File: config.mk
export PLATFORM = sky130hd
export DESIGN_NAME = sorted_priority_queue
export DESIGN_NICKNAME = d
export VERILOG_FILES = /design/src/spq_pkg.sv /design/src/spq_cell.sv /design/src/sorted_priority_queue.sv
export SDC_FILE = /design/constraint.sdc
export NUM_CORES = 2
export LEC_CHECK = 0
export ABC_AREA = 1
export BUFFER_PORTS_ARGS = -buffer_cell sky130_fd_sc_hd__buf_2
export CORE_ASPECT_RATIO = 0.8
export CORE_MARGIN = 3
export CORE_UTILIZATION = 41
export DETAILED_ROUTE_END_ITERATION = 10
export SLEW_MARGIN = 40
export SYNTH_ARGS = -nofsm -noshare
export SYNTH_HDL_FRONTEND = slang
export SYNTH_SLANG_ARGS = --single-unit
File: constraint.sdc
create_clock -name clock -period 8.2 [get_ports clock]
set_input_delay 1.64 -clock clock [delete_from_list [all_inputs] [get_ports clock]]
set_output_delay 1.64 -clock clock [all_outputs]
set_load 0.005 [all_outputs]
File: src/spq_pkg.sv
package spq_pkg;

   localparam int DEPTH = 16;
   localparam int ID_W  = 16;
   localparam int PRI_W = 16;

   typedef enum logic [1:0] {
      STATUS_DONE       = 2'd0,
      STATUS_POP_EMPTY  = 2'd1,
      STATUS_PUSH_FULL  = 2'd2
   } status_type;

   typedef enum logic {
      CMD_PUSH = 1'b0,
      CMD_POP  = 1'b1
   } cmd_type;

   // one slot of the queue
   typedef struct packed {
      logic             valid;
      logic [ID_W-1:0]  id;
      logic [PRI_W-1:0] priority_v;
   } entry_type;

   // operation broadcast to every cell
   typedef struct packed {
      logic             push;
      logic             pop;
      logic [ID_W-1:0]  id;
      logic [PRI_W-1:0] priority_v;
   } op_type;

endpackage

File: src/spq_cell.sv
module spq_cell
   import spq_pkg::*;
(
   input  logic      clock,
   input  logic      reset,
   input  op_type    op,
   input  entry_type left_entry,
   input  logic      left_stay,
   input  entry_type right_entry,
   output entry_type entry,
   output logic      stay
);

   logic             valid_ff, valid_in;
   logic [ID_W-1:0]  id_ff, id_in;
   logic [PRI_W-1:0] pri_ff, pri_in;

   // entry holds its place when it ranks at or above the new one
   assign stay = valid_ff && (pri_ff >= op.priority_v);

   always_comb begin
      valid_in = valid_ff;
      id_in    = id_ff;
      pri_in   = pri_ff;
      if (op.push) begin
         if (stay) begin
            valid_in = valid_ff;
         end else if (left_stay) begin
            valid_in = 1'b1;
            id_in    = op.id;
            pri_in   = op.priority_v;
         end else begin
            valid_in = left_entry.valid;
            id_in    = left_entry.id;
            pri_in   = left_entry.priority_v;
         end
      end else if (op.pop) begin
         valid_in = right_entry.valid;
         id_in    = right_entry.id;
         pri_in   = right_entry.priority_v;
      end
   end

   always_ff @(posedge clock) begin
      if (reset) begin
         valid_ff <= 1'b0;
      end else begin
         valid_ff <= valid_in;
      end
   end

   always_ff @(posedge clock) begin
      id_ff  <= id_in;
      pri_ff <= pri_in;
   end

   assign entry = '{valid: valid_ff, id: id_ff, priority_v: pri_ff};

endmodule

File: src/sorted_priority_queue.sv
// Sorted priority queue, DEPTH entries of (id, priority), highest priority first.
// Equal priorities leave in arrival order.
// Request channel: req_valid / req_stall with req_cmd (push or pop), req_item_id
// and req_item_priority. Response channel: rsp_valid / rsp_stall with rsp_status,
// rsp_out_id, rsp_out_priority, rsp_is_empty and rsp_is_full.
// Every request transaction yields exactly one response transaction.
// Latency: the response is valid the cycle after the request is accepted.
// Throughput: one transaction per cycle unless the receiver stalls. The slots
// form a chain of cells that all compare against the new priority in parallel
// and shift by one slot together, so a push or a pop updates every cell at once.
// A push into a full queue is refused (status push_full); a pop of an empty queue
// reports pop_empty; neither changes the contents.
// Reset (synchronous, active high) empties the queue and drops any pending response.
// When the receiver stalls, the response register holds its transaction and
// req_stall is raised, so no new request is taken until the response drains.
module sorted_priority_queue
   import spq_pkg::*;
(
   input  logic             clock,
   input  logic             reset,
   input  logic             req_valid,
   output logic             req_stall,
   input  logic             req_cmd,
   input  logic [ID_W-1:0]  req_item_id,
   input  logic [PRI_W-1:0] req_item_priority,
   output logic             rsp_valid,
   input  logic             rsp_stall,
   output logic [1:0]       rsp_status,
   output logic [ID_W-1:0]  rsp_out_id,
   output logic [PRI_W-1:0] rsp_out_priority,
   output logic             rsp_is_empty,
   output logic             rsp_is_full
);

   entry_type entries [DEPTH];
   logic      stays   [DEPTH];
   op_type    op;
   logic      accept;
   logic      is_push, is_pop;
   logic      q_empty, q_full;

   // response register
   logic             rsp_valid_ff, rsp_valid_in;
   status_type       status_ff, status_in;
   logic [ID_W-1:0]  out_id_ff, out_id_in;
   logic [PRI_W-1:0] out_pri_ff, out_pri_in;
   logic             empty_ff, empty_in;
   logic             full_ff, full_in;

   // the response slot frees up when it is empty or being taken this cycle
   assign req_stall = rsp_valid_ff && rsp_stall;
   assign accept    = req_valid && !req_stall;

   assign q_empty = !entries[0].valid;
   assign q_full  = entries[DEPTH-1].valid;
   assign is_push = accept && (cmd_type'(req_cmd) == CMD_PUSH);
   assign is_pop  = accept && (cmd_type'(req_cmd) == CMD_POP);

   // refused operations never reach the cells
   assign op = '{push:       is_push && !q_full,
                 pop:        is_pop && !q_empty,
                 id:         req_item_id,
                 priority_v: req_item_priority};

   genvar g;
   generate
      for (g = 0; g < DEPTH; g++) begin : g_cell
         entry_type left_e, right_e;
         logic      left_s;
         if (g == 0) begin : g_head
            assign left_e = '0;
            assign left_s = 1'b1;   // head cell takes the new entry when it yields
         end else begin : g_mid
            assign left_e = entries[g-1];
            assign left_s = stays[g-1];
         end
         if (g == DEPTH-1) begin : g_tail
            assign right_e = '0;    // an empty slot moves in at the tail on pop
         end else begin : g_body
            assign right_e = entries[g+1];
         end
         spq_cell u_cell (
            .clock       (clock),
            .reset       (reset),
            .op          (op),
            .left_entry  (left_e),
            .left_stay   (left_s),
            .right_entry (right_e),
            .entry       (entries[g]),
            .stay        (stays[g])
         );
      end
   endgenerate

   always_comb begin
      rsp_valid_in = rsp_valid_ff && rsp_stall;
      status_in    = status_ff;
      out_id_in    = out_id_ff;
      out_pri_in   = out_pri_ff;
      empty_in     = empty_ff;
      full_in      = full_ff;
      if (accept) begin
         rsp_valid_in = 1'b1;
         out_id_in    = '0;
         out_pri_in   = '0;
         if (is_push) begin
            empty_in = 1'b0;
            if (q_full) begin
               status_in = STATUS_PUSH_FULL;
               full_in   = 1'b1;
            end else begin
               status_in = STATUS_DONE;
               // full after insert when only the tail slot was free
               full_in   = entries[DEPTH-2].valid;
            end
         end else begin
            full_in = 1'b0;
            if (q_empty) begin
               status_in = STATUS_POP_EMPTY;
               empty_in  = 1'b1;
            end else begin
               status_in  = STATUS_DONE;
               out_id_in  = entries[0].id;
               out_pri_in = entries[0].priority_v;
               empty_in   = !entries[1].valid;
            end
         end
      end
   end

   always_ff @(posedge clock) begin
      if (reset) begin
         rsp_valid_ff <= 1'b0;
      end else begin
         rsp_valid_ff <= rsp_valid_in;
      end
   end

   always_ff @(posedge clock) begin
      status_ff  <= status_in;
      out_id_ff  <= out_id_in;
      out_pri_ff <= out_pri_in;
      empty_ff   <= empty_in;
      full_ff    <= full_in;
   end

   assign rsp_valid        = rsp_valid_ff;
   assign rsp_status       = status_ff;
   assign rsp_out_id       = out_id_ff;
   assign rsp_out_priority = out_pri_ff;
   assign rsp_is_empty     = empty_ff;
   assign rsp_is_full      = full_ff;

endmodule

==> impl_results.rst <==
.. list-table::
   :header-rows: 1

   * - Metric
     - Value
   * - Area of the core
     - 89,600 sq um
   * - Final WS setup
     - 3150 ps
   * - Number of buffers inserted during clock tree synthesis
     - 58
   * - Cell-by-cell trace of the critical path
     - buf_2 > clkinv_1 > ha_1 > nand2_1 > nor2_2 > nand2_1 > nand2_1 > nor2_1 > nand2_1 > nand2_1 > nand2_2 > nand2_2 > inv_4 > o21ai_2 > buf_4
   * - Number of buffers added on ports
     - 74
   * - Sequential fraction of the synthesis area
     - 45.2%
   * - Weighted congestion reported at the end of routability-driven placement
     - 0.870
   * - Routed wire length
     - 121,000 um
   * - Global-route congestion overflow total
     - 0
   * - Rows
     - 98
   * - Post-CTS Resized
     - 0
   * - Yosys synthesis warning count
     - 0
   * - Post-DRT Antenna Nets
     - 0
   * - Buffers plus inverters on the worst setup path
     - 4
   * - RSZ-0062 raised after global routing
     - false
   * - Number of DRC markers after the initial detailed-route iteration
     - 3,627
   * - Number of global-route vias before repair
     - 30.6k
   * - Post-synthesis area per instance
     - 7.77 sq um
   * - Fraction of registers with async set/reset
     - 0%
   * - Average wire length per cell after detail routing
     - 20.4 um
   * - EDFF count, synth
     - 548
   * - Total Routing Usage GR
     - 25.2%
   * - #FFs+latches synth
     - 565
   * - Number of detailed-routing iterations run before antenna repair
     - 6
   * - Initial antenna violation count
     - 2
   * - Critical-path cell with the highest stage delay
     - sky130_fd_sc_hd__clkinv_1
   * - Horiz. Die Dim
     - 343 um
   * - Gate power share
     - 18.3%
   * - Number of sinks handled by clock tree synthesis
     - 565
   * - Number of buffers inserted for hold repair after clock tree synthesis
     - 0
   * - H-tree levels
     - 2
   * - Syn_nets
     - 5,062
   * - Worst Max-Slew Pin Slew
     - 856 ps
   * - Highest clock rate
     - 0.198 GHz
   * - Post-synth cell types
     - 29
   * - Post-synth top flop
     - sky130_fd_sc_hd__edfxtp_1
   * - Clock insertion delay at the later pin of the skew report
     - 660 ps
   * - Cell area after synthesis
     - 37,200 sq um
   * - Root buffer cell
     - sky130_fd_sc_hd__clkbuf_16
   * - Crit-path leading delay family
     - buffers and inverters
   * - Sum of net half-perimeters after detailed placement
     - 82,800 um
   * - Critical path capture point type
     - flip-flop
   * - Critical Path Source Type
     - input pin
   * - Initial standard-cell utilization of the core
     - 41.5%
   * - Largest voltage drop on the vdd net
     - 0.000183 V
   * - Worst Skew
     - 20.0 ps
   * - Number of setup buffers added after CTS
     - 0
   * - Remaining max-slew budget at the tightest pin
     - 42.6%
   * - Data arrival time of the worst path
     - 5370 ps
   * - Maximum number of pins on one net before global-route repair
     - 135
   * - Power density of the placed cells
     - 199 nW/um^2
   * - Critical path data required time
     - 8510 ps
   * - Number of vias in the routed layout
     - 32.4k
   * - Avg Vias per Cell
     - 5.46
   * - Number of max-capacitance violations reported
     - 0
   * - Category of the most critical setup path
     - input pin to flip-flop
   * - Wire length of the first global-routing pass
     - 184,000 um
   * - I/O Pins
     - 75
   * - Power dissipated by switching net loads
     - 2.44 mW
   * - Final-layout setup total negative slack
     - 0 ps
   * - Number of remaining DRC errors
     - 0
   * - Synth Instances
     - 4,785
   * - Finish-stage setup viols
     - 0
   * - Share of final-layout standard cells stronger than drive strength 1
     - 6.02%
   * - Signed area change from the synthesized netlist to the final layout
     - 7.22%
   * - Min-delay worst type
     - flip-flop to flip-flop
   * - Chip Height
     - 275 um
   * - Pre-CTS worst setup slack
     - 2510 ps
   * - Max Transition Viols Final
     - 0
   * - CTS tree
     - yes
   * - Fraction of power consumed by the clock network
     - 35.9%
   * - Critical path's largest stage delay
     - 650 ps
   * - Most prevalent standard cell on the critical path
     - sky130_fd_sc_hd__nand2_1
   * - Net total in the final layout
     - 4,962
   * - Share of total power in sequential cells
     - 45.8%
   * - Static leakage
     - 19.5 nW
   * - Die footprint
     - 94,300 sq um
   * - Outcome
     - complete, no violations
   * - Crit path max fanout
     - 33
   * - Total internal power
     - 5.48 mW
   * - Final Hold Fails
     - 0
   * - Reg clk slew, reported paths
     - 70 ps
   * - Portion of the clock cycle consumed by the worst path in the final layout
     - 61.6%
   * - Switch share
     - 30.8%
   * - Worst-case clock buffer depth
     - 3
   * - Crit path time final
     - 5050 ps
-- cells in the mapped netlist, drive strengths merged (17+ instances only) --
master	instances	area [sq um]
o21ai	107	536
ha	240	3000
nand3	925	4630
inv	597	2240
edfxtp	548	16500
nor2	162	613
nand2	1731	6720
dfxtp	17	340
clkbuf	117	442
buf	184	1320
a21oi	108	541
-- power groups by stage --
stage                     registers, mW  clock network (mW)  logic, mW
after floorplan                    3.60                   0       1.07
after global routing               3.64                3.00       1.63
after global placement             3.68                   0       1.40
after CTS                          3.62                2.88       1.43
final                              3.62                2.84       1.45
after detailed placement           3.68                   0       1.42
-- sequential cells by signal, summed over array words and instances (netlist names) --
register,flops
g_cell.u_cell.pri_ff,256
g_cell.u_cell.valid_ff,16
rsp_out_id,16
rsp_is_full,1
rsp_out_priority,16
rsp_status,2
g_cell.u_cell.id_ff,256
rsp_is_empty,1
rsp_valid,1
-- cell families (layout without fill, tap and decap cells) --
| kind of cell | count (synthesis) | count (layout) | share of synthesized area [%] |
|---|---|---|---|
| AOI/OAI and AO/OA | 229 | 229 | 3.18 |
| adders and majority gates | 240 | 240 | 8.08 |
| buffers and inverters | 898 | 846 | 10.8 |
| DFF | 565 | 565 | 45.2 |
| muxes | 5 | 5 | 0.135 |
| other | 0 | 2 | 0 |
| and+or+nand+nor | 2848 | 2848 | 32.6 |
-- final timing paths --
kind	depth (start not counted)	startpoint	slack, ps	endpoint
setup reg to reg	10	rsp_valid	4420	g_cell[0].u_cell.id_ff[6]
hold / removal	2	g_cell[15].u_cell.valid_ff	470	g_cell[15].u_cell.valid_ff
setup / recovery	15	req_item_priority[7]	3150	g_cell[14].u_cell.pri_ff[12]
hold reg to reg	2	g_cell[15].u_cell.valid_ff	470	g_cell[15].u_cell.valid_ff
-- cell type report --
type | count | area, sq um
Fill cell | 9125 | 49800
Clock buffer | 76 | 1580
Clock inverter | 32 | 397
Inverter | 597 | 2250
Antenna cell | 2 | 5.00
Tap cell | 1200 | 1500
Multi-Input combinational cell | 3322 | 16400
Sequential cell | 565 | 16800
Timing Repair Buffer | 141 | 913
-- cell usage in the layout (no fill, tap or decap), types with 2 or more instances in the layout --
cell type / n
sky130_fd_sc_hd__buf_6: 2
sky130_fd_sc_hd__nand4_1: 12
sky130_fd_sc_hd__inv_2: 16
sky130_fd_sc_hd__diode_2: 2
sky130_fd_sc_hd__buf_2: 74
sky130_fd_sc_hd__nand2_2: 3
sky130_fd_sc_hd__bufinv_16: 8
sky130_fd_sc_hd__inv_1: 575
sky130_fd_sc_hd__o21ai_1: 16
sky130_fd_sc_hd__ha_1: 240
sky130_fd_sc_hd__nand2_1: 1697
sky130_fd_sc_hd__clkinvlp_4: 3
sky130_fd_sc_hd__edfxtp_1: 548
sky130_fd_sc_hd__o21bai_1: 13
sky130_fd_sc_hd__nand2_4: 30
sky130_fd_sc_hd__mux2i_1: 5
sky130_fd_sc_hd__clkbuf_8: 4
sky130_fd_sc_hd__nor2_2: 2
sky130_fd_sc_hd__buf_4: 63
sky130_fd_sc_hd__nor2_1: 160
sky130_fd_sc_hd__and2_1: 2
sky130_fd_sc_hd__a21oi_1: 108
sky130_fd_sc_hd__o21ai_0: 90
sky130_fd_sc_hd__clkinv_1: 11
sky130_fd_sc_hd__clkinv_2: 8
sky130_fd_sc_hd__dfxtp_1: 17
sky130_fd_sc_hd__nand3_1: 925
sky130_fd_sc_hd__clkbuf_16: 59
sky130_fd_sc_hd__clkbuf_1: 13
sky130_fd_sc_hd__clkinv_8: 2
sky130_fd_sc_hd__clkinv_4: 4
sky130_fd_sc_hd__nor4_1: 3
sky130_fd_sc_hd__nor3_1: 12
-- through the flow --
| stage | power, mW | hold WS [ps] | utilization, % | instance area (sq um) | instances |
|---|---|---|---|---|---|
| 2_1_floorplan | 4.67 | 434 | - | 37200 | 4785 |
| 4_1_cts | 7.93 | 470 | 44.4 | 39800 | 5933 |
| 3_5_place_dp | 5.10 | 461 | 42.2 | 37900 | 5825 |
| 5_1_grt | 8.27 | 487 | 44.5 | 39800 | 5935 |
| 3_3_place_gp | 5.08 | 449 | 42.2 | 37800 | 5824 |
| 6_report | 7.91 | 471 | 44.5 | 39800 | 5935 |
-- layer usage --
| metal | part of all wire (%) | routed length, um | track usage (%) |
|---|---|---|---|
| met1 | 44 | 52700 | 36.0 |
| met3 | 11 | 12900 | 6.21 |
| met2 | 43 | 52600 | 38.2 |
| met5 | 0 | 0 | 0.254 |
| met4 | 2.4 | 2920 | 6.75 |
-- worst min-delay path: cells and delay by family (launching register included) --
| family | cells | cell delay, ps |
|---|---|---|
| AO/OA/AOI/OAI | 1 | 50 |
| flip-flops | 1 | 310 |
| AND/OR/NAND/NOR | 1 | 60 |
No activity file was read; power rests on OpenSTA's default activity.
